[src/rtl/stuffed_frame_receiver_top_assert.svh]
// Assertion macros for the frame receiver RTL.
// Used by sfr_rsp_queue to check its own control logic; no other dependencies.
`ifndef STUFFED_FRAME_RECEIVER_TOP_ASSERT_SVH
`define STUFFED_FRAME_RECEIVER_TOP_ASSERT_SVH

// Consequent must hold in the same cycle as the antecedent.
`define SFR_ASSERT_NOW(name, clk, rst, ante, cons, msg) \
   name: assert property (@(posedge clk) disable iff (rst) (ante) |-> (cons)) \
      else $error(msg);

// Consequent must hold in the cycle after the antecedent.
`define SFR_ASSERT_NEXT(name, clk, rst, ante, cons, msg) \
   name: assert property (@(posedge clk) disable iff (rst) (ante) |=> (cons)) \
      else $error(msg);

`endif

[src/rtl/sfr_pkg.sv]
// Package for the stuffed frame receiver: codes, result and control structs.
// No dependencies; used by every module of the block.
package sfr_pkg;

   localparam int BYTE_W      = 8;
   localparam int LEN_W       = 16;
   localparam int CSR_INDEX_W = 2;

   localparam int QUEUE_DEPTH = 4;
   localparam int QPTR_W      = $clog2(QUEUE_DEPTH);
   localparam int QCNT_W      = $clog2(QUEUE_DEPTH + 1);

   localparam logic [BYTE_W-1:0] FLAG_BYTE  = 8'h7E;
   localparam logic [BYTE_W-1:0] ESC_BYTE   = 8'h7D;
   localparam logic [BYTE_W-1:0] CTRL_I0    = 8'h00;
   localparam logic [BYTE_W-1:0] CTRL_I1    = 8'h40;
   localparam logic [BYTE_W-1:0] CTRL_DISC  = 8'h0B;
   localparam logic [6:0]        RR_BASE    = 7'h05;
   localparam logic [BYTE_W-1:0] STUFF_XOR  = 8'h20;
   localparam logic [BYTE_W-1:0] ESC_FLAG   = 8'h5E;
   localparam logic [BYTE_W-1:0] ESC_ESC    = 8'h5D;
   localparam logic [LEN_W-1:0]  LEN_MAX    = '1;

   localparam logic [BYTE_W-1:0] FRAME_ADDRESS_RESET = 8'h03;
   localparam logic [BYTE_W-1:0] REPLY_ADDRESS_RESET = 8'h01;

   localparam logic [CSR_INDEX_W-1:0] CSR_FRAME_ADDRESS = 2'd0;
   localparam logic [CSR_INDEX_W-1:0] CSR_REPLY_ADDRESS = 2'd1;

   typedef enum logic [2:0] {
      ST_HUNT,
      ST_FLAG,
      ST_ADDR,
      ST_CTRL,
      ST_DATA,
      ST_ESC
   } parse_state_type;

   typedef enum logic [1:0] {
      KIND_PAYLOAD,
      KIND_GOOD,
      KIND_ERROR,
      KIND_DISC
   } kind_type;

   typedef struct packed {
      kind_type          kind;
      logic [BYTE_W-1:0] payload_byte;
      logic [LEN_W-1:0]  frame_length;
      logic              frame_seq;
      logic [BYTE_W-1:0] reply_control;
      logic              last;
   } rsp_type;

   // Results produced by one transaction: zero, one or two entries.
   typedef struct packed {
      logic [1:0] count;
      rsp_type    res0;
      rsp_type    res1;
   } push_type;

   typedef struct packed {
      logic [BYTE_W-1:0] frame_address;
      logic [BYTE_W-1:0] reply_address;
   } cfg_type;

   function automatic logic [LEN_W-1:0] sat_inc(input logic [LEN_W-1:0] value);
      sat_inc = (value == LEN_MAX) ? value : value + 1'b1;
   endfunction

endpackage

[src/rtl/sfr_csr.sv]
// Configuration registers of the stuffed frame receiver.
// Depends on sfr_pkg for the register index codes and the cfg_type struct.
module sfr_csr (
   input  logic                             clock,
   input  logic                             reset,
   input  logic                             csr_write,
   input  logic [sfr_pkg::CSR_INDEX_W-1:0]  csr_index,
   input  logic [sfr_pkg::BYTE_W-1:0]       csr_wdata,
   output sfr_pkg::cfg_type                 cfg
);

   sfr_pkg::cfg_type cfg_ff;
   sfr_pkg::cfg_type cfg_in;

   always_comb begin
      cfg_in = cfg_ff;
      if (csr_write) begin
         unique case (csr_index)
            sfr_pkg::CSR_FRAME_ADDRESS: cfg_in.frame_address = csr_wdata;
            sfr_pkg::CSR_REPLY_ADDRESS: cfg_in.reply_address = csr_wdata;
            default: ;  // drop writes to unused indexes
         endcase
      end
   end

   always_ff @(posedge clock) begin
      if (reset) begin
         cfg_ff.frame_address <= sfr_pkg::FRAME_ADDRESS_RESET;
         cfg_ff.reply_address <= sfr_pkg::REPLY_ADDRESS_RESET;
      end else begin
         cfg_ff <= cfg_in;
      end
   end

   assign cfg = cfg_ff;

endmodule

[src/rtl/sfr_parser.sv]
// Input register and frame parser: header checks, destuffing, BCC2 check.
// Depends on sfr_pkg; produces up to two results per transaction for sfr_rsp_queue.
module sfr_parser (
   input  logic                        clock,
   input  logic                        reset,
   input  logic                        req_valid,
   output logic                        req_stall,
   input  logic [sfr_pkg::BYTE_W-1:0]  req_rx_byte,
   input  sfr_pkg::cfg_type            cfg,
   input  logic                        queue_room,
   output sfr_pkg::push_type           push
);

   logic                       in_valid_ff, in_valid_in;
   logic [sfr_pkg::BYTE_W-1:0] in_byte_ff, in_byte_in;

   sfr_pkg::parse_state_type   state_ff, state_in;
   logic [sfr_pkg::BYTE_W-1:0] control_ff, control_in;
   logic [sfr_pkg::BYTE_W-1:0] held_byte_ff, held_byte_in;
   logic                       held_valid_ff, held_valid_in;
   logic [sfr_pkg::BYTE_W-1:0] xor_ff, xor_in;
   logic [sfr_pkg::LEN_W-1:0]  count_ff, count_in;
   logic                       reply_seq_ff, reply_seq_in;

   logic                       accept;
   logic                       fire;
   logic [sfr_pkg::BYTE_W-1:0] b;
   logic                       is_info_ctrl;
   logic                       bcc1_ok;
   logic                       esc_ok;
   logic [sfr_pkg::BYTE_W-1:0] push_value;
   sfr_pkg::push_type          push_c;

   assign b            = in_byte_ff;
   assign fire         = in_valid_ff && queue_room;
   assign req_stall    = in_valid_ff && !queue_room;
   assign accept       = req_valid && !req_stall;
   assign is_info_ctrl = (b == sfr_pkg::CTRL_I0) || (b == sfr_pkg::CTRL_I1);
   assign bcc1_ok      = (b == (cfg.frame_address ^ control_ff)) ||
                         (b == (cfg.reply_address ^ control_ff));
   assign esc_ok       = (b == sfr_pkg::ESC_FLAG) || (b == sfr_pkg::ESC_ESC);
   assign push_value   = (state_ff == sfr_pkg::ST_ESC) ? (b ^ sfr_pkg::STUFF_XOR) : b;

   // Input register: hold while the queue lacks room for two results.
   always_comb begin
      in_byte_in  = accept ? req_rx_byte : in_byte_ff;
      in_valid_in = accept ? 1'b1 : (fire ? 1'b0 : in_valid_ff);
   end

   // Next parse state.
   always_comb begin
      state_in = state_ff;
      if (fire) begin
         unique case (state_ff)
            sfr_pkg::ST_HUNT: begin
               if (b == sfr_pkg::FLAG_BYTE) state_in = sfr_pkg::ST_FLAG;
            end
            sfr_pkg::ST_FLAG: begin
               // address match wins over the flag test
               if (b == cfg.frame_address)       state_in = sfr_pkg::ST_ADDR;
               else if (b != sfr_pkg::FLAG_BYTE) state_in = sfr_pkg::ST_HUNT;
            end
            sfr_pkg::ST_ADDR: begin
               if (is_info_ctrl)                 state_in = sfr_pkg::ST_CTRL;
               else if (b == sfr_pkg::FLAG_BYTE) state_in = sfr_pkg::ST_FLAG;
               else                              state_in = sfr_pkg::ST_HUNT;
            end
            sfr_pkg::ST_CTRL: begin
               if (bcc1_ok)                      state_in = sfr_pkg::ST_DATA;
               else if (b == sfr_pkg::FLAG_BYTE) state_in = sfr_pkg::ST_FLAG;
               else                              state_in = sfr_pkg::ST_HUNT;
            end
            sfr_pkg::ST_DATA: begin
               if (b == sfr_pkg::ESC_BYTE)       state_in = sfr_pkg::ST_ESC;
               else if (b == sfr_pkg::FLAG_BYTE) state_in = sfr_pkg::ST_HUNT;
            end
            sfr_pkg::ST_ESC: begin
               state_in = sfr_pkg::ST_DATA;
            end
            default: state_in = sfr_pkg::ST_HUNT;
         endcase
      end
   end

   // Datapath and results.
   always_comb begin
      control_in    = control_ff;
      held_byte_in  = held_byte_ff;
      held_valid_in = held_valid_ff;
      xor_in        = xor_ff;
      count_in      = count_ff;
      reply_seq_in  = reply_seq_ff;
      push_c        = '0;
      if (fire) begin
         unique case (state_ff)
            sfr_pkg::ST_ADDR: begin
               if (is_info_ctrl) begin
                  control_in = b;
               end else if ((b != sfr_pkg::FLAG_BYTE) && (b == sfr_pkg::CTRL_DISC)) begin
                  control_in                = b;
                  push_c.count              = 2'd1;
                  push_c.res0.kind          = sfr_pkg::KIND_DISC;
                  push_c.res0.reply_control = sfr_pkg::CTRL_DISC;
                  push_c.res0.last          = 1'b1;
               end
            end
            sfr_pkg::ST_CTRL: begin
               if (bcc1_ok) begin
                  held_valid_in = 1'b0;
                  held_byte_in  = '0;
                  xor_in        = '0;
                  count_in      = '0;
               end
            end
            sfr_pkg::ST_DATA, sfr_pkg::ST_ESC: begin
               if ((state_ff == sfr_pkg::ST_DATA) && (b == sfr_pkg::ESC_BYTE)) begin
                  // wait for the second byte of the escape
               end else if ((state_ff == sfr_pkg::ST_DATA) && (b == sfr_pkg::FLAG_BYTE)) begin
                  // closing flag: the held byte is BCC2
                  push_c.count             = 2'd1;
                  push_c.res0.frame_length = count_ff;
                  push_c.res0.frame_seq    = control_ff[6];
                  push_c.res0.last         = 1'b1;
                  if (held_valid_ff && (held_byte_ff == xor_ff)) begin
                     push_c.res0.kind          = sfr_pkg::KIND_GOOD;
                     push_c.res0.reply_control = {reply_seq_ff, sfr_pkg::RR_BASE};
                     reply_seq_in              = !reply_seq_ff;
                  end else begin
                     push_c.res0.kind = sfr_pkg::KIND_ERROR;
                  end
                  held_valid_in = 1'b0;
               end else if ((state_ff == sfr_pkg::ST_ESC) && !esc_ok) begin
                  // bad escape: pass the held byte and the escape byte, hold this byte
                  if (held_valid_ff) begin
                     push_c.count             = 2'd2;
                     push_c.res0.kind         = sfr_pkg::KIND_PAYLOAD;
                     push_c.res0.payload_byte = held_byte_ff;
                     push_c.res1.kind         = sfr_pkg::KIND_PAYLOAD;
                     push_c.res1.payload_byte = sfr_pkg::ESC_BYTE;
                     push_c.res1.last         = 1'b1;
                     xor_in   = xor_ff ^ held_byte_ff ^ sfr_pkg::ESC_BYTE;
                     count_in = sfr_pkg::sat_inc(sfr_pkg::sat_inc(count_ff));
                  end else begin
                     push_c.count             = 2'd1;
                     push_c.res0.kind         = sfr_pkg::KIND_PAYLOAD;
                     push_c.res0.payload_byte = sfr_pkg::ESC_BYTE;
                     push_c.res0.last         = 1'b1;
                     xor_in   = xor_ff ^ sfr_pkg::ESC_BYTE;
                     count_in = sfr_pkg::sat_inc(count_ff);
                  end
                  held_byte_in  = b;
                  held_valid_in = 1'b1;
               end else begin
                  // ordinary or destuffed byte: release the held one
                  if (held_valid_ff) begin
                     push_c.count             = 2'd1;
                     push_c.res0.kind         = sfr_pkg::KIND_PAYLOAD;
                     push_c.res0.payload_byte = held_byte_ff;
                     push_c.res0.last         = 1'b1;
                     xor_in   = xor_ff ^ held_byte_ff;
                     count_in = sfr_pkg::sat_inc(count_ff);
                  end
                  held_byte_in  = push_value;
                  held_valid_in = 1'b1;
               end
            end
            default: ;
         endcase
      end
   end

   always_ff @(posedge clock) begin
      if (reset) begin
         in_valid_ff   <= 1'b0;
         state_ff      <= sfr_pkg::ST_HUNT;
         control_ff    <= '0;
         held_byte_ff  <= '0;
         held_valid_ff <= 1'b0;
         xor_ff        <= '0;
         count_ff      <= '0;
         reply_seq_ff  <= 1'b0;
      end else begin
         in_valid_ff   <= in_valid_in;
         state_ff      <= state_in;
         control_ff    <= control_in;
         held_byte_ff  <= held_byte_in;
         held_valid_ff <= held_valid_in;
         xor_ff        <= xor_in;
         count_ff      <= count_in;
         reply_seq_ff  <= reply_seq_in;
      end
   end

   always_ff @(posedge clock) begin
      in_byte_ff <= in_byte_in;
   end

   assign push = push_c;

endmodule

[src/rtl/sfr_rsp_queue.sv]
// Result queue: takes up to two results a cycle, hands out one per transaction.
// Depends on sfr_pkg and the assertion macros in stuffed_frame_receiver_top_assert.svh.
`include "stuffed_frame_receiver_top_assert.svh"

module sfr_rsp_queue (
   input  logic               clock,
   input  logic               reset,
   input  sfr_pkg::push_type  push,
   output logic               queue_room,
   output logic               rsp_valid,
   input  logic               rsp_stall,
   output sfr_pkg::rsp_type   rsp
);

   sfr_pkg::rsp_type              entry_ff [sfr_pkg::QUEUE_DEPTH];
   logic [sfr_pkg::QPTR_W-1:0]    wr_ptr_ff, wr_ptr_in;
   logic [sfr_pkg::QPTR_W-1:0]    rd_ptr_ff, rd_ptr_in;
   logic [sfr_pkg::QCNT_W-1:0]    fill_ff, fill_in;
   logic [sfr_pkg::QPTR_W-1:0]    wr_ptr_next;
   logic                          pop;

   assign rsp_valid   = (fill_ff != '0);
   assign pop         = rsp_valid && !rsp_stall;
   assign queue_room  = fill_ff <= sfr_pkg::QCNT_W'(sfr_pkg::QUEUE_DEPTH - 2);
   assign wr_ptr_next = wr_ptr_ff + 1'b1;
   assign rsp         = entry_ff[rd_ptr_ff];

   always_comb begin
      wr_ptr_in = wr_ptr_ff + sfr_pkg::QPTR_W'(push.count);
      rd_ptr_in = rd_ptr_ff + sfr_pkg::QPTR_W'(pop);
      fill_in   = fill_ff + sfr_pkg::QCNT_W'(push.count) - sfr_pkg::QCNT_W'(pop);
   end

   always_ff @(posedge clock) begin
      if (reset) begin
         wr_ptr_ff <= '0;
         rd_ptr_ff <= '0;
         fill_ff   <= '0;
      end else begin
         wr_ptr_ff <= wr_ptr_in;
         rd_ptr_ff <= rd_ptr_in;
         fill_ff   <= fill_in;
      end
   end

   always_ff @(posedge clock) begin
      if (push.count != 2'd0) begin
         entry_ff[wr_ptr_ff] <= push.res0;
      end
      if (push.count == 2'd2) begin
         entry_ff[wr_ptr_next] <= push.res1;
      end
   end

   `SFR_ASSERT_NOW(a_fill_bound, clock, reset, 1'b1,
      fill_ff <= sfr_pkg::QCNT_W'(sfr_pkg::QUEUE_DEPTH), "result queue overfilled")
   `SFR_ASSERT_NOW(a_push_room, clock, reset, push.count != 2'd0,
      queue_room, "results pushed without room")
   `SFR_ASSERT_NEXT(a_push_shows, clock, reset, push.count != 2'd0,
      rsp_valid, "pushed result not presented")
   `SFR_ASSERT_NOW(a_pair_last, clock, reset, push.count == 2'd2,
      push.res1.last && !push.res0.last, "last flag misplaced on result pair")

endmodule

[src/rtl/stuffed_frame_receiver_top.sv]
// Stuffed frame receiver: one link byte per transaction, up to two results each.
// A byte accepted into the input register is parsed and written to the result queue, which drives rsp_.
// Throughput: one byte per cycle while results drain; the four-entry result queue
// stalls the input register when it has room for fewer than two results.
// Reset (synchronous, active high): parser hunts for a flag, counters and queue
// clear, frame_address returns to 0x03 and reply_address to 0x01.
module stuffed_frame_receiver_top (
   input  logic                             clock,
   input  logic                             reset,
   input  logic                             req_valid,
   output logic                             req_stall,
   input  logic [sfr_pkg::BYTE_W-1:0]       req_rx_byte,
   output logic                             rsp_valid,
   input  logic                             rsp_stall,
   output logic [1:0]                       rsp_kind,
   output logic [sfr_pkg::BYTE_W-1:0]       rsp_payload_byte,
   output logic [sfr_pkg::LEN_W-1:0]        rsp_frame_length,
   output logic                             rsp_frame_seq,
   output logic [sfr_pkg::BYTE_W-1:0]       rsp_reply_control,
   output logic                             rsp_last,
   input  logic                             csr_write,
   input  logic [sfr_pkg::CSR_INDEX_W-1:0]  csr_index,
   input  logic [sfr_pkg::BYTE_W-1:0]       csr_wdata
);

   sfr_pkg::cfg_type  cfg;
   sfr_pkg::push_type push;
   sfr_pkg::rsp_type  rsp;
   logic              queue_room;

   sfr_csr u_csr (
      .clock     (clock),
      .reset     (reset),
      .csr_write (csr_write),
      .csr_index (csr_index),
      .csr_wdata (csr_wdata),
      .cfg       (cfg)
   );

   sfr_parser u_parser (
      .clock       (clock),
      .reset       (reset),
      .req_valid   (req_valid),
      .req_stall   (req_stall),
      .req_rx_byte (req_rx_byte),
      .cfg         (cfg),
      .queue_room  (queue_room),
      .push        (push)
   );

   sfr_rsp_queue u_rsp_queue (
      .clock      (clock),
      .reset      (reset),
      .push       (push),
      .queue_room (queue_room),
      .rsp_valid  (rsp_valid),
      .rsp_stall  (rsp_stall),
      .rsp        (rsp)
   );

   assign rsp_kind          = rsp.kind;
   assign rsp_payload_byte  = rsp.payload_byte;
   assign rsp_frame_length  = rsp.frame_length;
   assign rsp_frame_seq     = rsp.frame_seq;
   assign rsp_reply_control = rsp.reply_control;
   assign rsp_last          = rsp.last;

endmodule

[config.mk]
export PLATFORM = sky130hd
export DESIGN_NAME = stuffed_frame_receiver_top
export DESIGN_NICKNAME = d
export VERILOG_FILES = /design/src/rtl/sfr_pkg.sv /design/src/rtl/sfr_csr.sv /design/src/rtl/sfr_parser.sv /design/src/rtl/sfr_rsp_queue.sv /design/src/rtl/stuffed_frame_receiver_top.sv
export VERILOG_INCLUDE_DIRS = /design/src /design/src/rtl
export SDC_FILE = /design/constraint.sdc
export NUM_CORES = 1
export LEC_CHECK = 0
export BUFFER_PORTS_ARGS = -buffer_cell sky130_fd_sc_hd__buf_2
export CAP_MARGIN = 20
export CORE_MARGIN = 4
export CORE_UTILIZATION = 60
export DETAILED_ROUTE_END_ITERATION = 10
export PLACE_DENSITY = 0.79
export SYNTH_ARGS = -nofsm -noshare
export SYNTH_HDL_FRONTEND = slang
export SYNTH_SLANG_ARGS = --single-unit
[constraint.sdc]
create_clock -name clock -period 6.12 [get_ports clock]
set_input_delay 0.306 -clock clock [delete_from_list [all_inputs] [get_ports clock]]
set_output_delay 0.306 -clock clock [all_outputs]
set_load 0.005 [all_outputs]
Word-level counts from Yosys, hierarchy flattened --
Memories as Yosys holds them, arrays and structs flattened. A register that Yosys moved wholly into a read port is not among the register bits. Cells that the tools add are included.
Cells by class: $add $sub $neg 7, $lt $le $gt $ge 1, equal/unequal tests 28, multiplexer cells 73, bitwise operators 7, reductions and logical operators 35
Operator list (number):
- $mux W16 | 8
- $mux W48 | 2
- $mux W8 | 12
- $mux W25 | 2
- $eq A8 B7 Y1 const B | 5
- $add A16 B1 Y16 const B | 2
- $eq A16 B16 Y1 const B | 2
- $eq A8 B8 Y1 | 4
- $pmux W16 S2 | 1
- $pmux W8 S2 | 2
- $mux W3 | 9
- $mux W12 | 2
- $xor A8 B8 Y8 | 3
- $mux W10 | 2
- $mux W1 | 19
- $pmux W3 S6 | 1
- $pmux W9 S2 | 1
- $mux W7 | 2
- $mux W6 | 2
- $not A6 Y6 | 2
- $reduce_and A6 Y1 | 2
- $mux W11 | 1
- $reduce_and A5 Y1 | 2
- $logic_and A1 B1 Y1 | 9
- 34 further kinds | 54
Storage, ports and cells: flip-flop bits (word level) 77, RAM bits 144, input port bits 23, output and inout port bits 38, word-level logic and storage cells 167, memories kept 1
Memories:
- u_rsp_queue.entry_ff | depth 4, bits a word 36, rd ports 1, clocked after memory_dff 1, wr ports 2, line sfr_rsp_queue.sv:15 | sfr_pkg::rsp_type entry_ff [sfr_pkg::QUEUE_DEPTH];

Depth between registers and ports, before layout --
depth in word-level cells 12, depth in mapped cells 17, gate-level depth less buffers 15

Hierarchy --
Synthesis repeated with hierarchy kept, for this count alone.
Second synthesis, totals: cell total of the unflattened synthesis 1023, area total of the unflattened synthesis 12358.1 um^2
Modules (own cells, without submodules):
- sfr_rsp_queue | instances 1, cells each 397, area an instance 7367.1 um^2, seq. area each 4464.3 um^2
- sfr_parser | instances 1, cells each 561, area an instance 4304.1 um^2, seq. area each 1161.1 um^2
- sfr_csr | instances 1, cells each 65, area an instance 686.9 um^2, seq. area each 320.3 um^2

Worst setup path after synthesis --
Ideal clock, no wire load.
kind register to register, start point register u_parser.in_byte_ff (netlist bit u_parser.b[3]), end point memory u_rsp_queue.entry_ff[2][0] in the netlist's numbering, enable pin, library setup time 324 ps, arrival time 3197 ps, required time 5796 ps, slack 2599 ps, stages on the path, launching flop included 15, path buffers 3, period minus slack after synthesis 3521 ps, cell sequence edfxtp_1 -> clkbuf_1 -> and4b_1 -> a41o_1 -> clkbuf_1 -> inv_1 -> ha_1 -> a41oi_1 -> o2bb2ai_1 -> a21oi_1 -> nand2b_1 -> nand3_1 -> or2_2 -> clkbuf_1 -> nand2_1
RTL lines:
- from (decl) | line sfr_parser.sv:15 | logic [sfr_pkg::BYTE_W-1:0] in_byte_ff, in_byte_in;
- from (signal assigned) | line sfr_parser.sv:195 | in_byte_ff <= in_byte_in;
- to (decl) | line sfr_rsp_queue.sv:15

Worst setup path after layout --
start point register u_parser.count_ff[0] in the netlist's numbering, end point register u_parser.count_ff[8] in the netlist's numbering
On the way: longest elaborated chain between the ends 9, elaborated cells on any way between the ends 12, those cells by class 2 x add/sub; 2 x eq/ne; 8 x mux
RTL lines:
- from (decl) | line sfr_parser.sv:22 | logic [sfr_pkg::LEN_W-1:0] count_ff, count_in;
- from (signal assigned) | line sfr_parser.sv:189 | count_ff <= count_in;
- $add A16 B1 Y16 / $eq A16 B16 Y1 (equally long branches) | line sfr_pkg.sv:68 | sat_inc = (value == LEN_MAX) ? value : value + 1'b1;
- $mux W16 * | line sfr_pkg.sv:68
- $add A16 B1 Y16 / $eq A16 B16 Y1 (equally long branches) | line sfr_pkg.sv:68
- $mux W16 | line sfr_pkg.sv:68
- $mux W16 | line sfr_parser.sv:134 | if (held_valid_ff) begin
- $mux W16 * | line sfr_parser.sv:132 | end else if ((state_ff == sfr_pkg::ST_ESC) && !esc_ok) begin
- $mux W16 * | line sfr_parser.sv:118 | end else if ((state_ff == sfr_pkg::ST_DATA) && (b == sfr_pkg::FLAG_BYTE)) begin
- $mux W16 * | line sfr_parser.sv:116 | if ((state_ff == sfr_pkg::ST_DATA) && (b == sfr_pkg::ESC_BYTE)) begin
- $pmux W16 S2 * | line sfr_parser.sv:95 | unique case (state_ff)
Mark *: on every way between the ends. The rest lies on a longest branch, timed or not. The select of a mux whose other input is x is not followed. A chain may end at the register's enable or synchronous reset.

==> summary.md <==
| Metric | Value |
|---|---|
| Clock buffer depth | `3` |
| Initial core utilization | `61.59%` |
| CP cell instances | `ha_1, nand4_1, nor4_2, xnor2_1, ha_1, o221ai_1, or4b_1, nor4b_2, nor4b_1, or3_1, a32o_1` |
| Via/cell ratio | `6.061` |
| Crit Path Category | `reg -> reg` |
| Area growth from synthesis to layout | `11.62%` |
| Die X | `138.7 um` |
| Most frequent CP cell | `ha_1` |
| Slew @ Worst Pin | `1.118 ns` |
| CP peak stage delay | `0.87 ns` |
| Mux contribution to synthesized area | `18.04%` |
| Share of layout cells above drive strength 1 | `13.94%` |
| Final worst path period need | `4.616 ns` |
| DRC viols | `0` |
| Main combinational cell family by area after synthesis | `simple AND/OR/NAND/NOR gates` |
| Final hold vios | `0` |
| Mapped cell area | `10250 um^2` |
| Worst-path clk slew | `0.06 ns` |
| TritonCTS clock tree | `done` |
| # resized after CTS | `0` |
| # H-tree levels | `1` |
| Ys flop type | `dfxtp_1` |
| DRT Pass-1 Iters | `5` |
| Static leakage | `5.157 nW` |
| Fmax | `216.6 MHz` |
| Status | `finished clean` |
| Top cells by area, synth | `dfxtp_1 32%, mux2i_1 11%, edfxtp_1 11%, mux4_2 6.8%, nor2_1 6.0%` |
| Final Max Tran Viols | `0` |
| Avg Inst Size Synth | `9.827 um^2` |
| Final net count | `1099` |
| Hpwl dp | `15.63 mm` |
| Placer Congestion | `0.9038` |
| Routed len/inst | `18.22 um` |
| Largest net degree at the start of global routing | `57` |
| Critical-path top delay cell | `nor4b_2` |
| Power Density | `264.2 nW/um^2` |
| Layout Utilization | `68.75%` |
| GRT overflow | `0` |
| Compound-Gate Fraction of Synth Area | `8.093%` |
| Most frequent cells in the layout | `163 x dfxtp_1, 160 x nor2_1, 115 x mux2i_1` |
| Antenna violations before repair | `0` |
| Starting DRT DRC Count | `709` |
| Die Height | `138.7 um` |
| DR vias | `7897` |
| First-pass GRT wire length | `38.94 mm` |
| Rel. slew slack | `25.49%` |
| Post-Synth XOR/XNOR Area | `7.019%` |
| Number of synthesized flops with an enable pin | `36` |
| Clock buffer count from CTS | `22` |
| Area of the core | `16640 um^2` |
| Setup slack, reg-to-reg | `1.50 ns` |
| Diodes inserted | `0` |
| Fraction of the mapped netlist area in adder cells | `1.172%` |
| Crit. End Element | `register` |
| Ys async rst share | `0%` |
| Placed Area | `10600 um^2` |
| Final setup viols | `0` |
| Top-area cell type share of the netlist area | `32.23%` |
| CP required | `6.52 ns` |
| Skew-Pair Late Insertion Delay | `0.50 ns` |
| Max-Cap Viols | `0` |
| Ports | `61` |
| Skew final | `0.01449 ns` |
| #FFs+latches synth | `201` |
| Setup TNS | `0 ns` |
| CP max FO | `14` |
| Most common cell after layout, fill and taps aside | `dfxtp_1` |
| Type of the worst min-delay path | `in -> reg` |
| Crit path DAT | `5.01 ns` |
| Clk sink count | `201` |
| CTS root buf | `clkbuf_16` |
| Sequential-to-total area share from yosys stat | `42.77%` |
| GR Util All Layers | `24.01%` |
| Synth Instances | `1043` |
| Number of distinct library cells after synthesis | `68` |
| Simple-gate share of the synthesized area | `19.09%` |
| Vias in the first global route | `7619` |
| Synth warn | `0` |
| # Post-CTS Setup Buffers | `0` |
| Fin crit share | `75.43%` |
| Final ANT Viol Nets | `0` |
| Peak supply drop | `0.2160 mV` |
| Detailed Route WL | `23.75 mm` |
| Worst Setup Start Kind | `register` |
| Die ar. | `19240 um^2` |
| RSZ-0062 raised after global routing | `no` |
| Rows | `47` |
| Final instance area | `11440 um^2` |
| Area leader, netlist | `dfxtp_1` |
| IO buf count | `57` |
where the power goes:
group | internal, mW | switching, mW | leakage (nW) | total [mW]
Clock | 0.776 | 0.535 | 0.356 | 1.31
Sequential | 1.37 | 0.0802 | 1.64 | 1.45
Combinational | 0.163 | 0.103 | 3.16 | 0.266
critical path, delay by kind of cell, from the launching register on:
kind	cells	cell delay [ns]
adder cells (fa/ha/maj)	2	0.59
flip-flops	1	0.59
AO/OA/AOI/OAI	2	0.46
XOR/XNOR	1	0.21
AND/OR/NAND/NOR	6	2.67
cell families after synthesis:
kind of cell | count (synthesis)
AOI/OAI and AO/OA | 136
xor gates and xnor gates | 57
adders and majority gates | 9
buffers and inverters | 96
DFF | 201
muxes | 146
other | 1
and+or+nand+nor | 397
cell type report:
cell class,count,area (um^2)
clock buffers,30,636.9
clock inverters,10,90.09
inverters,14,52.55
fillers,1270,5201
well taps,220,275.3
multi-input cells,748,5499
repair buffers,80,500.5
flip-flops and latches,201,4387
metal layers:
metal / vias to the layer above / wire [um] / GRT usage, %
li1: 3767 / - / -
met1: 3805 / 10410 / 32.88
met2: 284 / 11370 / 40.70
met3: 41 / 1472 / 3.345
met4: 0 / 499 / 5.922
met5: - / 0 / 0
cells in the mapped netlist, types with 2 or more instances:
master,n
nand3b_1,3
or3_1,9
xnor3_1,16
nor3b_1,2
edfxtp_1,36
nor3_1,14
nand4_1,13
nor4_1,13
xnor2_1,12
buf_2,5
dfxtp_1,165
and4_1,2
and2_1,16
o21ai_0,56
buf_4,5
mux2i_1,115
a21oi_1,32
a211o_1,7
nor2_1,163
nor2b_1,15
or4b_1,2
ha_1,8
inv_1,14
a311oi_1,6
clkbuf_1,60
and3_1,23
a31oi_1,3
buf_1,11
xor2_1,29
nand4b_1,4
a32o_1,4
a21o_1,4
o31a_1,2
and4b_1,2
or4_1,6
o31ai_1,2
nand2_1,61
mux4_2,31
o21ai_1,5
or2_2,3
nand2b_1,8
nand3_1,30
worst paths after layout:
kind	to	cells after the start	start
setup reg to reg	u_parser.count_ff[8]	11	u_parser.count_ff[0]
hold / removal	u_csr.cfg[8]	2	csr_wdata[0]
hold reg to reg	u_parser.held_byte_ff[0]	2	u_parser.held_byte_ff[0]
setup / recovery	u_parser.count_ff[8]	11	u_parser.count_ff[0]
repair_timing:
action	4_1_cts	5_1_grt
setup endpoints to repair	0	0
hold endpoints to repair	8	0
hold buffers	8	0
registers in the layout, summed over array words and instances, names as in the netlist:
| register | count |
|---|---|
| u_parser.state_ff | 3 |
| u_parser.held_valid_ff | 1 |
| u_parser.control_ff | 8 |
| u_parser.reply_seq_ff | 1 |
| u_csr.cfg | 16 |
| u_parser.xor_ff | 8 |
| u_parser.held_byte_ff | 8 |
| u_parser.b | 8 |
| u_rsp_queue.wr_ptr_ff | 2 |
| u_rsp_queue.fill_ff | 3 |
| u_parser.in_valid_ff | 1 |
| u_parser.count_ff | 16 |
| u_rsp_queue.entry_ff | 124 |
| u_rsp_queue.rd_ptr_ff | 2 |
stage by stage:
step | power, mW | std cells | hold slack (ns) | setup slack [ns]
6_report | 3.023 | 1303 | 0.02664 | 1.504
5_1_grt | 3.127 | 1303 | 0.02794 | 1.262
4_1_cts | 3.042 | 1301 | 0.01340 | 1.596
3_5_place_dp | 1.742 | 1253 | 0.4688 | 1.594
3_3_place_gp | 1.737 | 1252 | 0.4611 | 1.734
2_1_floorplan | 1.656 | 1045 | 0.4049 | 2.599
(Power assumes the default switching activity.)
